===== src/rtl/core/gqlw_pkg.sv =====
`timescale 1ns / 1ps
`default_nettype none
// ----------------------------------------------------------------------------
// gqlw_pkg
// Shared widths, register indexes, item types and the pen clamp for the glyph
// quad layout core.
// ----------------------------------------------------------------------------
package gqlw_pkg;

  // Field and state widths.
  localparam int PEN_W   = 17;
  localparam int OUT_W   = 25;
  localparam int CFG_W   = 16;
  localparam int CFG_IDX_W = 3;
  localparam int NWW_W   = 16;
  localparam int PROD_W  = 29;  // holds (width + bearing) * scale, signed
  localparam int ADV_W   = 24;  // advance * scale before the shift
  localparam int LSTEP_W = 26;  // line height * scale before the shift
  localparam int SUM_W   = 28;  // pen plus a step, before the clamp

  // Saturation limits.
  localparam int PEN_MAX = 65535;
  localparam int PEN_MIN = -65536;
  localparam int OUT_MAX = 16777215;
  localparam int OUT_MIN = -16777216;

  // Configuration register indexes.
  localparam logic [CFG_IDX_W-1:0] CFG_PEN_START_X  = 3'd0;
  localparam logic [CFG_IDX_W-1:0] CFG_PEN_START_Y  = 3'd1;
  localparam logic [CFG_IDX_W-1:0] CFG_WRAP_LIMIT_X = 3'd2;
  localparam logic [CFG_IDX_W-1:0] CFG_TEXT_SCALE   = 3'd3;
  localparam logic [CFG_IDX_W-1:0] CFG_LINE_HEIGHT  = 3'd4;

  // One glyph as it sits in the input register.
  typedef struct packed {
    logic        first_glyph;
    logic        is_space;
    logic [7:0]  glyph_x_bearing;
    logic [7:0]  glyph_y_bearing;
    logic [9:0]  glyph_width;
    logic [9:0]  glyph_height;
    logic [7:0]  glyph_advance;
    logic [NWW_W-1:0] next_word_width;
  } in_item_t;

  // Per-glyph request to the pen unit.
  typedef struct packed {
    logic             first_glyph;
    logic             is_space;
    logic [ADV_W-1:0] adv_step;
    logic [NWW_W-1:0] next_word_width;
  } pen_cmd_t;

  // Static pen settings from the configuration registers.
  typedef struct packed {
    logic [CFG_W-1:0]   start_x;
    logic [CFG_W-1:0]   start_y;
    logic [CFG_W-1:0]   wrap_limit;
    logic [LSTEP_W-1:0] line_step;
  } pen_cfg_t;

  // Clamp a widened pen sum into the signed pen range.
  function automatic logic [PEN_W-1:0] sat_pen(input logic signed [SUM_W-1:0] v);
    logic [PEN_W-1:0] r;
    if (v > signed'(SUM_W'(PEN_MAX))) begin
      r = PEN_W'(PEN_MAX);
    end else if (v < signed'(SUM_W'(PEN_MIN))) begin
      r = PEN_W'(PEN_MIN);
    end else begin
      r = v[PEN_W-1:0];
    end
    return r;
  endfunction

endpackage
`default_nettype wire


===== src/rtl/core/gqlw_pen_unit.sv =====
`timescale 1ns / 1ps
`default_nettype none
// ----------------------------------------------------------------------------
// gqlw_pen_unit
// Holds the pen position, gives the pen for the glyph in hand and applies the
// advance and the word-wrap line feed when the glyph moves on.
// ----------------------------------------------------------------------------
module gqlw_pen_unit
  import gqlw_pkg::*;
(
  input  wire logic             clk,
  input  wire logic             rst,
  input  wire logic             step,
  input  wire pen_cmd_t         cmd,
  input  wire pen_cfg_t         cfg,
  output logic [PEN_W-1:0]      pen_x_cur,
  output logic [PEN_W-1:0]      pen_y_cur
);

  logic [PEN_W-1:0] pen_x;
  logic [PEN_W-1:0] pen_y;
  logic [PEN_W-1:0] pen_x_next;
  logic [PEN_W-1:0] pen_y_next;
  logic [PEN_W-1:0] start_x;
  logic [PEN_W-1:0] start_y;
  logic signed [SUM_W-1:0] x_sum;
  logic signed [SUM_W-1:0] y_sum;
  logic [PEN_W-1:0] x_adv;
  logic [PEN_W-1:0] y_feed;
  logic signed [18:0] x_adv_w;
  logic signed [18:0] x_reach;
  logic signed [18:0] limit_w;
  logic wrap;

  // A first glyph starts from the start position.
  assign start_x   = PEN_W'($signed(cfg.start_x));
  assign start_y   = PEN_W'($signed(cfg.start_y));
  assign pen_x_cur = cmd.first_glyph ? start_x : pen_x;
  assign pen_y_cur = cmd.first_glyph ? start_y : pen_y;

  // Advance, then clamp into the pen range.
  assign x_sum = SUM_W'($signed(pen_x_cur)) + signed'(SUM_W'(cmd.adv_step));
  assign x_adv = sat_pen(x_sum);

  // Line feed candidate.
  assign y_sum  = SUM_W'($signed(pen_y_cur)) + signed'(SUM_W'(cfg.line_step));
  assign y_feed = sat_pen(y_sum);

  // Wrap at a space when the pen or the end of the next word passes the limit.
  assign x_adv_w = 19'($signed(x_adv));
  assign x_reach = x_adv_w + signed'(19'(cmd.next_word_width));
  assign limit_w = 19'($signed(cfg.wrap_limit));
  assign wrap    = cmd.is_space && ((x_adv_w > limit_w) || (x_reach > limit_w));

  assign pen_x_next = wrap ? start_x : x_adv;
  assign pen_y_next = wrap ? y_feed : pen_y_cur;

  always_ff @(posedge clk) begin
    if (rst) begin
      pen_x <= '0;
      pen_y <= '0;
    end else if (step) begin
      pen_x <= pen_x_next;
      pen_y <= pen_y_next;
    end
  end

endmodule
`default_nettype wire


===== src/rtl/core/glyph_quad_layout_word_wrap_core.sv =====
`timescale 1ns / 1ps
`default_nettype none
// ----------------------------------------------------------------------------
// glyph_quad_layout_word_wrap_core
// Lays out a stream of glyphs: emits each glyph quad's edges in fixed point
// and moves the pen, wrapping lines at spaces.
// ----------------------------------------------------------------------------
//  Channel  Direction  Payload
//  s_axis   in         glyph metrics (tdata), first_glyph / is_space (tuser)
//  m_axis   out        quad left, top, right, bottom (tdata)
//  cfg      in         register write: cfg_wr_en, cfg_index, cfg_data
//
// One glyph per cycle while m_axis is not stalled; a result passes through the input
// register, then the scaled-product register with the pen and edge sums behind it,
// then the output register.
// The rate is set by the pen loop: one add, clamp and wrap compare per cycle.
// Reset loads the register defaults, empties the pipeline and puts the pen at
// the origin. A stall on m_axis fills the stages behind it one by one before
// s_axis_tready drops.
// ----------------------------------------------------------------------------
module glyph_quad_layout_word_wrap_core
  import gqlw_pkg::*;
#(
  parameter int FRAC_BITS = 8
) (
  input  wire logic                 clk,
  input  wire logic                 rst,
  // Glyph requests.
  input  wire logic                 s_axis_tvalid,
  output logic                      s_axis_tready,
  // x_bearing[7:0], y_bearing[15:8], width[25:16], height[35:26],
  // advance[43:36], next_word_width[59:44], zero pad[63:60]
  input  wire logic [63:0]          s_axis_tdata,
  // first_glyph[0], is_space[1]
  input  wire logic [1:0]           s_axis_tuser,
  // Quad results.
  output logic                      m_axis_tvalid,
  input  wire logic                 m_axis_tready,
  // quad_left[24:0], quad_top[49:25], quad_right[74:50], quad_bottom[99:75],
  // zero pad[103:100]
  output logic [103:0]              m_axis_tdata,
  // Configuration writes.
  input  wire logic                 cfg_wr_en,
  input  wire logic [CFG_IDX_W-1:0] cfg_index,
  input  wire logic [CFG_W-1:0]     cfg_data
);

  localparam int BASE_W = PEN_W + FRAC_BITS;
  localparam int SW     = ((BASE_W > PROD_W) ? BASE_W : PROD_W) + 1;
  localparam logic signed [SW-1:0] OMAX = SW'(OUT_MAX);
  localparam logic signed [SW-1:0] OMIN = SW'(OUT_MIN);

  typedef struct packed {
    logic [PROD_W-1:0] prod_l;
    logic [PROD_W-1:0] prod_t;
    logic [PROD_W-1:0] prod_r;
    logic [PROD_W-1:0] prod_b;
    pen_cmd_t          cmd;
  } scaled_t;

  // Clamp a quad edge into the 25-bit output range.
  function automatic logic [OUT_W-1:0] sat_out(input logic signed [SW-1:0] v);
    logic [OUT_W-1:0] r;
    if (v > OMAX) begin
      r = OMAX[OUT_W-1:0];
    end else if (v < OMIN) begin
      r = OMIN[OUT_W-1:0];
    end else begin
      r = v[OUT_W-1:0];
    end
    return r;
  endfunction

  // Configuration registers.
  logic [CFG_W-1:0]   pen_start_x;
  logic [CFG_W-1:0]   pen_start_y;
  logic [CFG_W-1:0]   wrap_limit_x;
  logic [CFG_W-1:0]   text_scale;
  logic [9:0]         line_height;
  logic [LSTEP_W-1:0] line_step;

  always_ff @(posedge clk) begin
    if (rst) begin
      pen_start_x  <= 16'sd0;
      pen_start_y  <= 16'sd0;
      wrap_limit_x <= 16'd32767;
      text_scale   <= 16'd256;
      line_height  <= 10'd16;
    end else if (cfg_wr_en) begin
      case (cfg_index)
        CFG_PEN_START_X:  pen_start_x  <= cfg_data;
        CFG_PEN_START_Y:  pen_start_y  <= cfg_data;
        CFG_WRAP_LIMIT_X: wrap_limit_x <= cfg_data;
        CFG_TEXT_SCALE:   text_scale   <= cfg_data;
        CFG_LINE_HEIGHT:  line_height  <= cfg_data[9:0];
        default: begin
        end
      endcase
    end
  end

  // Scaled line height follows the registers; the user must change them only while idle (not enforced here).
  always_ff @(posedge clk) begin
    line_step <= (LSTEP_W'(line_height) * LSTEP_W'(text_scale)) >> FRAC_BITS;
  end

  // Pipeline occupancy and flow control.
  logic     s1_valid;
  logic     s2_valid;
  logic     o_valid;
  logic     o_free;
  logic     s2_free;
  logic     s1_free;
  logic     s2_move;
  in_item_t s1;
  scaled_t  s2;
  scaled_t  s2_next;
  logic [103:0] o_data;

  assign o_free        = !o_valid || m_axis_tready;
  assign s2_free       = !s2_valid || o_free;
  assign s1_free       = !s1_valid || s2_free;
  assign s2_move       = s2_valid && o_free;
  assign s_axis_tready = s1_free;

  always_ff @(posedge clk) begin
    if (rst) begin
      s1_valid <= 1'b0;
      s2_valid <= 1'b0;
      o_valid  <= 1'b0;
    end else begin
      if (s1_free) begin
        s1_valid <= s_axis_tvalid;
      end
      if (s2_free) begin
        s2_valid <= s1_valid;
      end
      if (o_free) begin
        o_valid <= s2_valid;
      end
    end
  end

  // Input register.
  always_ff @(posedge clk) begin
    if (s1_free && s_axis_tvalid) begin
      s1.first_glyph     <= s_axis_tuser[0];
      s1.is_space        <= s_axis_tuser[1];
      s1.glyph_x_bearing <= s_axis_tdata[7:0];
      s1.glyph_y_bearing <= s_axis_tdata[15:8];
      s1.glyph_width     <= s_axis_tdata[25:16];
      s1.glyph_height    <= s_axis_tdata[35:26];
      s1.glyph_advance   <= s_axis_tdata[43:36];
      s1.next_word_width <= s_axis_tdata[59:44];
    end
  end

  // Stage 1: bearings, extents and advance times the text scale.
  logic signed [PROD_W-1:0] scale_s;
  logic signed [PROD_W-1:0] xoff_s;
  logic signed [PROD_W-1:0] yoff_s;
  logic signed [PROD_W-1:0] xext_s;
  logic signed [PROD_W-1:0] yext_s;
  logic [ADV_W-1:0]         adv_prod;

  assign scale_s  = signed'(PROD_W'(text_scale));
  assign xoff_s   = PROD_W'($signed(s1.glyph_x_bearing));
  assign yoff_s   = PROD_W'($signed(s1.glyph_y_bearing));
  assign xext_s   = xoff_s + signed'(PROD_W'(s1.glyph_width));
  assign yext_s   = yoff_s + signed'(PROD_W'(s1.glyph_height));
  assign adv_prod = ADV_W'(s1.glyph_advance) * ADV_W'(text_scale);

  always_comb begin
    s2_next.prod_l              = xoff_s * scale_s;
    s2_next.prod_t              = yoff_s * scale_s;
    s2_next.prod_r              = xext_s * scale_s;
    s2_next.prod_b              = yext_s * scale_s;
    s2_next.cmd.first_glyph     = s1.first_glyph;
    s2_next.cmd.is_space        = s1.is_space;
    s2_next.cmd.adv_step        = adv_prod >> FRAC_BITS;
    s2_next.cmd.next_word_width = s1.next_word_width;
  end

  always_ff @(posedge clk) begin
    if (s2_free && s1_valid) begin
      s2 <= s2_next;
    end
  end

  // Stage 2: pen position, quad edges and pen update.
  pen_cfg_t         pen_cfg;
  logic [PEN_W-1:0] pen_x_cur;
  logic [PEN_W-1:0] pen_y_cur;

  assign pen_cfg.start_x    = pen_start_x;
  assign pen_cfg.start_y    = pen_start_y;
  assign pen_cfg.wrap_limit = wrap_limit_x;
  assign pen_cfg.line_step  = line_step;

  gqlw_pen_unit u_pen (
    .clk       (clk),
    .rst       (rst),
    .step      (s2_move),
    .cmd       (s2.cmd),
    .cfg       (pen_cfg),
    .pen_x_cur (pen_x_cur),
    .pen_y_cur (pen_y_cur)
  );

  logic signed [SW-1:0] base_x;
  logic signed [SW-1:0] base_y;
  logic [103:0]         o_data_next;

  assign base_x = SW'($signed(pen_x_cur)) <<< FRAC_BITS;
  assign base_y = SW'($signed(pen_y_cur)) <<< FRAC_BITS;

  always_comb begin
    o_data_next          = '0;
    o_data_next[24:0]    = sat_out(base_x + SW'($signed(s2.prod_l)));
    o_data_next[49:25]   = sat_out(base_y + SW'($signed(s2.prod_t)));
    o_data_next[74:50]   = sat_out(base_x + SW'($signed(s2.prod_r)));
    o_data_next[99:75]   = sat_out(base_y + SW'($signed(s2.prod_b)));
  end

  // Output register.
  always_ff @(posedge clk) begin
    if (s2_move) begin
      o_data <= o_data_next;
    end
  end

  assign m_axis_tvalid = o_valid;
  assign m_axis_tdata  = o_data;

  // An empty output register never blocks new requests.
  a_ready_when_empty: assert property (@(posedge clk) disable iff (rst)
    !o_valid |-> s_axis_tready)
    else $error("input stalled with an empty output register");

  // A result leaves only when it is taken.
  a_result_taken: assert property (@(posedge clk) disable iff (rst)
    $fell(o_valid) |-> $past(m_axis_tready))
    else $error("result dropped without a transfer");

  // A blocked stage-2 glyph keeps its values.
  a_s2_holds: assert property (@(posedge clk) disable iff (rst)
    (s2_valid && !o_free) |=> (s2_valid && $stable(s2)))
    else $error("stage 2 changed while blocked");

endmodule
`default_nettype wire


===== config.mk =====
export PLATFORM = sky130hd
export DESIGN_NAME = glyph_quad_layout_word_wrap_core
export DESIGN_NICKNAME = d
export VERILOG_FILES = /design/src/rtl/core/gqlw_pkg.sv /design/src/rtl/core/gqlw_pen_unit.sv /design/src/rtl/core/glyph_quad_layout_word_wrap_core.sv
export SDC_FILE = /design/constraint.sdc
export NUM_CORES = 2
export LEC_CHECK = 0
export BUFFER_PORTS_ARGS = -buffer_cell sky130_fd_sc_hd__buf_2
export CAP_MARGIN = 30
export CORE_MARGIN = 2
export CORE_UTILIZATION = 55
export CTS_BUF_LIST = sky130_fd_sc_hd__clkbuf_4 sky130_fd_sc_hd__clkbuf_8
export DETAILED_ROUTE_END_ITERATION = 10
export PLACE_DENSITY = 0.72
export SYNTH_ARGS = -nofsm -noshare
export SYNTH_HDL_FRONTEND = slang
export SYNTH_SLANG_ARGS = --single-unit

===== constraint.sdc =====
create_clock -name clk -period 12.85 [get_ports clk]
set_input_delay 0 -clock clk [delete_from_list [all_inputs] [get_ports clk]]
set_output_delay 0 -clock clk [all_outputs]
set_load 0.03 [all_outputs]

[After elaboration in Yosys (flattened, before gate mapping)]
Index checks and enable logic that the tools add are counted.
Storage, ports and cells
  bits of input ports: 90
  register bits: 433
  output and inout port bits: 106
  logic and storage cells: 93
Cells by class
  $lt $le $gt $ge: 14
  reductions and logical operators: 17
  mux-type cells: 12
  multipliers: 6
  equal/unequal tests: 4
  add/subtract/negate cells: 9
Operator list (number)
  $mux 17: 8
  $gt 30x25->1 const B: 4
  $lt 30x25->1 const B: 4
  $mux 25: 4
  $add 25x29->30: 2
  $mul 12x17->29: 2
  $gt 28x17->1 const B: 2
  $lt 28x17->1 const B: 2
  $add 25x25->26: 2
  $mul 8x17->25: 2
  $add 17x17->18: 2
  $mul 10x16->26: 1
  $add 8x11->12: 2
  $mul 8x16->24: 1
  $add 17x19->20: 1
  $gt 18x16->1: 1
  $gt 17x16->1: 1
  $reduce_and 2->1: 5
  $eq 3x2->1 const B: 2
  $logic_and 1x1->1: 4
  $logic_or 1x1->1: 4
  $eq 3x1->1 const B: 1
  $eq 3x3->1 const B: 1
  $logic_not 1->1: 3
  $logic_not 3->1: 1

[Logic depth before layout (Yosys ltp)]
  word-level depth: 10
  mapped depth: 41

[By module]
From an unflattened synthesis, not the netlist that was laid out.
Unflattened totals
  cells, all modules: 5702
  area, all modules: 53674.0 um^2
Modules (own cells, without submodules)
  glyph_quad_layout_word_wrap_core: cells each 4831, area an instance 46804.9 um^2, seq. area each 11030.6 um^2, times used 1
  gqlw_pen_unit: cells each 871, area an instance 6869.1 um^2, seq. area each 680.7 um^2, times used 1

[Worst setup path after synthesis]
OpenSTA, ideal clock, no wires.
  path type: reg2reg
  start point: register o_valid, in the netlist m_axis_tvalid
  end point: register s2[0] (netlist bit) (enable)
  path slack: 1110 ps
  path buffers: 0
  period minus slack after synthesis: 11740 ps
  stages on the path, launching flop included: 3
  arrival time: 10879 ps
  path through: dfxtp_1 > nor2b_1 > a21boi_0
Between the ends
  word-level cells in the longest chain between the ends: 4
RTL lines
  start, declared: RTL line glyph_quad_layout_word_wrap_core.sv:110  | logic o_valid;
  start signal, assigned: RTL line glyph_quad_layout_word_wrap_core.sv:139  | o_valid <= s2_valid;
  $logic_not 1->1: RTL line glyph_quad_layout_word_wrap_core.sv:120  | assign o_free = !o_valid || m_axis_tready;
  $logic_or 1x1->1: RTL line glyph_quad_layout_word_wrap_core.sv:120
  $logic_or 1x1->1: RTL line glyph_quad_layout_word_wrap_core.sv:121  | assign s2_free = !s2_valid || o_free;
  $logic_and 1x1->1: RTL line glyph_quad_layout_word_wrap_core.sv:185  | if (s2_free && s1_valid) begin
  end signal, assigned: RTL line glyph_quad_layout_word_wrap_core.sv:186  | s2 <= s2_next;
  end, declared: RTL line glyph_quad_layout_word_wrap_core.sv:116  | scaled_t s2;
No other way between the ends.
A chain may end at the register's enable or synchronous reset.

[Final worst setup path]
  start point: register s2[41] (netlist bit)
  end point: register u_pen.pen_x[1]
Between the ends
  word-level cells in the longest chain between the ends: 10
RTL lines
  $mux 17 (*): RTL line gqlw_pen_unit.sv:38  | assign pen_x_cur = cmd.first_glyph ? start_x : pen_x;
  $add 17x17->18 (*): RTL line gqlw_pen_unit.sv:42  | assign x_sum = SUM_W'($signed(pen_x_cur)) + signed'(SUM_W'(cmd.adv_step));
  $lt 28x17->1: RTL line gqlw_pkg.sv:67  | end else if (v < signed'(SUM_W'(PEN_MIN))) begin
  $mux 17: RTL line gqlw_pkg.sv:67
  $mux 17 (*): RTL line gqlw_pkg.sv:65  | if (v > signed'(SUM_W'(PEN_MAX))) begin
  $add 17x17->18: RTL line gqlw_pen_unit.sv:51  | assign x_reach = x_adv_w + signed'(19'(cmd.next_word_width));
  $gt 18x16->1: RTL line gqlw_pen_unit.sv:53  | assign wrap = cmd.is_space && ((x_adv_w > limit_w) || (x_reach > limit_w));
  $logic_or 1x1->1: RTL line gqlw_pen_unit.sv:53
  $logic_and 1x1->1: RTL line gqlw_pen_unit.sv:53
  $mux 17 (*): RTL line gqlw_pen_unit.sv:55  | assign pen_x_next = wrap ? start_x : x_adv;
  end signal, assigned: RTL line gqlw_pen_unit.sv:63  | pen_x <= pen_x_next;
  end, declared: RTL line gqlw_pen_unit.sv:20  | logic [PEN_W-1:0] pen_x;
Mark *: on every way between the ends. The rest lies on a longest branch, timed or not.

==> results by group <==
Status
  • Status: completed

Routing
  • Antenna Nets Post-Route: 0
  • DRC Markers: 0
  • DR vias/cell: between 5 and 6
  • DR vias: a little under 40,000
  • WL final: between 100 and 150 mm
  • Pre-antenna DRT Iters: 7
  • Iter 0 DRT Violations: between 2,000 and 3,000
  • Wire per inst: 19.14 µm

Clocking
  • CTS Buf Count: between 70 and 80
  • Post-CTS Setup Repair Bufs: 0
  • CTS tree: built
  • Maximum root-to-sink buffer count: 3
  • CTS root buf: clkbuf_8
  • CTS H-tree depth: 3
  • # hold bufs at CTS: approximately 150
  • Clk Latency, worst-skew pair: 740 ps
  • CTS clk-pin slew, worst paths: 60 ps
  • Clk sinks: around 430
  • # resized after CTS: 0

Synth
  • Synth Area in Simple Gates: 0.1524
  • Area share of the largest cell type after synthesis: 0.2555
  • Adder-cell share of the synthesized area: 0.3954
  • Largest family of logic cells by synthesized area: adder cells
  • Synth warnings: 0
  • Post-synth ARST share: 0
  • Area leader, netlist: fa_1
  • EDFF count, synth: just over 300
  • Synthesized area: between 50,000 and 60,000 µm²
  • Synthesized area per cell: about 9.5 µm²
  • Unique masters post-synth: 78
  • Main flop type after synthesis: edfxtp_1
  • Sequential area share after synthesis: 0.2289
  • Xor/xnor share of the synthesized area: 0.03972
  • Synth Area in Compound Gates: 0.09758
  • Mux contribution to synthesized area: 0.008560
  • Syn Inst Count: between 5,000 and 6,000
  • Largest cells by area after synthesis: fa_1 (26%), edfxtp_1 (18%), ha_1 (14%)
  • Yosys reg bits: about 430

STA
  • Hold Slack: around 61 ps
  • Final hold viol count: 0
  • RSZ-0062 raised after global routing: no
  • Skew final: approximately 54 ps
  • Setup violations, final: 0
  • Fin crit share: 0.7874
  • Tmin final: slightly above 10,000 ps
  • Highest clock rate: a little under 100 MHz
  • Final setup TNS: 0 ps
  • Slew @ Worst Pin: 1130 ps
  • Fin. max-slew vios: 0
  • Normalized max-slew margin: 0.2250

Setup path
  • Buf/Inv on CP: 5
  • Critical Path Max Stage Delay: ~940 ps
  • Max FO, Critical Path: 21
  • Setup CP Type: reg2reg
  • Slowest stage cell, crit path: edfxtp_1
  • WP data required: 13,430 ps
  • Crit path depth: 41
  • R2R cell count: 41
  • Critical path arrival: around 11,000 ps
  • Top delay family on crit path: compound AO/OA/AOI/OAI gates
  • Crit end category: register
  • Worst reg2reg setup slack: 2730 ps
  • Most frequent CP cell: a21oi_1
  • Critical Path Source Type: register

Floorplan
  • Die Height: around 310 µm
  • Initial core utilization: 0.5564
  • IO Count: around 200
  • Core area: just over 90,000 µm²
  • Die area: ~95,000 µm²
  • Rows: approximately 110
  • Die width: slightly above 300 µm

Min path
  • Worst hold path cell count: 2
  • Worst hold-check path type: in2reg

Final layout
  • Fin nets: slightly below 7,000
  • Layout area overhead: 10.29%
  • Most frequent cells in the layout: inv_1 (822), nand2_1 (723), fa_1 (653)
  • Commonest non-fill, non-tap cell in the layout: inv_1
  • Share of cells above drive strength 1: 0.07968

Global route
  • Number of global-route vias before repair: ~41,000
  • Initial antenna violation count: 1
  • GRT overflow: 0
  • Total track usage: 0.2851
  • Largest net degree at the start of global routing: roughly 140
  • First-pass GRT wire length: around 210 mm

Pwr
  • P_leak: about 27 nW
  • Pwr Density: 102.6 nW/µm²
  • Max IR drop VDD: 0.08955 mV

Placement
  • Routability cong.: roughly 0.91
  • Input/output buffers: around 190
  • DP HPWL: about 95 mm

Run
  • MaxCap Viol Count: 0
-- where the power goes --
| group | total [W] | leakage [nW] | switching, W | internal, W |
|---|---|---|---|---|
| Clock | 0.00134 | 0.832 | 0.000635 | 0.000706 |
| Combinational | 0.00263 | 22.6 | 0.00156 | 0.00107 |
| Sequential | 0.00182 | 3.91 | 0.000105 | 0.00171 |
| Total | 0.00579 | 27.3 | 0.00230 | 0.00349 |
-- state kept, by name (all words and copies together), names as in the netlist --
name and count:
s2 142, m_axis_tdata 100, s1 62, line_step 18
u_pen.pen_x 17, u_pen.pen_y 17, pen_start_x 16, pen_start_y 16
text_scale 16, wrap_limit_x 16, line_height 10, m_axis_tvalid 1
s1_valid 1, s2_valid 1
-- path summary, 6_finish.rpt --
path                         start                     endpoint
setup / recovery  s2[41]$_DFFE_PP_  u_pen.pen_x[1]$_SDFFE_PP0P_
hold / removal    s_axis_tdata[36]             s1[16]$_DFFE_PP_
setup reg to reg  s2[41]$_DFFE_PP_  u_pen.pen_x[1]$_SDFFE_PP0P_
hold reg to reg    s1[3]$_DFFE_PP_              s2[3]$_DFFE_PP_
-- Yosys cell counts (87+ instances only) --
| cell | instances |
|---|---|
| inv_1 | 822 |
| clkbuf_1 | 212 |
| nand2_1 | 723 |
| a21oi_1 | 258 |
| ha_1 | 572 |
| xnor2_1 | 157 |
| nor2_1 | 167 |
| and2_1 | 387 |
| dfxtp_1 | 129 |
| nand2b_1 | 87 |
| a21o_1 | 111 |
| edfxtp_1 | 304 |
| fa_1 | 653 |
| o21ai_0 | 100 |
-- through the flow --
| stage | utilization | instance area, µm² | setup slack [ps] | instances | total power, W |
|---|---|---|---|---|---|
| after CTS | 0.6134 | 56400 | 2992 | 6915 | 0.005799 |
| after floorplan | - | 51170 | 1110 | 5365 | 0.003716 |
| after detailed placement | 0.5802 | 53340 | 3011 | 6625 | 0.004406 |
| after global placement | 0.5797 | 53300 | 2977 | 6622 | 0.004342 |
| final | 0.6137 | 56420 | 2732 | 6921 | 0.005788 |
| after global routing | 0.6136 | 56420 | 2301 | 6918 | 0.006209 |
-- routing by layer --
| metal | share of wire | GRT usage | up-vias | wire length [µm] |
|---|---|---|---|---|
| met2 | 0.46 | 0.4645 | 1356 | 61350 |
| met5 | 0 | 0 | - | 0 |
| met4 | 0.042 | 0.1231 | 0 | 5512 |
| li1 | - | - | 17870 | - |
| met3 | 0.072 | 0.04679 | 289 | 9549 |
| met1 | 0.42 | 0.3775 | 19460 | 56090 |
-- logic make-up (layout without fill, tap and decap cells) --
group / Yosys count / in the layout
AO/OA/AOI/OAI: 772 / 772
buffers and inverters: 1048 / 1356
adder cells (fa/ha/maj): 1225 / 1225
AND/OR/NAND/NOR: 1611 / 1611
XOR/XNOR: 232 / 232
other: 1 / 9
flip-flops: 433 / 433
multiplexers: 40 / 40
-- final cells by class --
type	count	area (µm²)
multi-input combinational	3884	35590
fill	7708	35520
sequential	433	11730
inverter	824	3093
timing repair buffer	390	2867
tap	1243	1555
clock buffer	106	1340
clock inverter	36	234.0
antenna	5	12.51
Note: power is estimated with default switching activity, not from simulation.
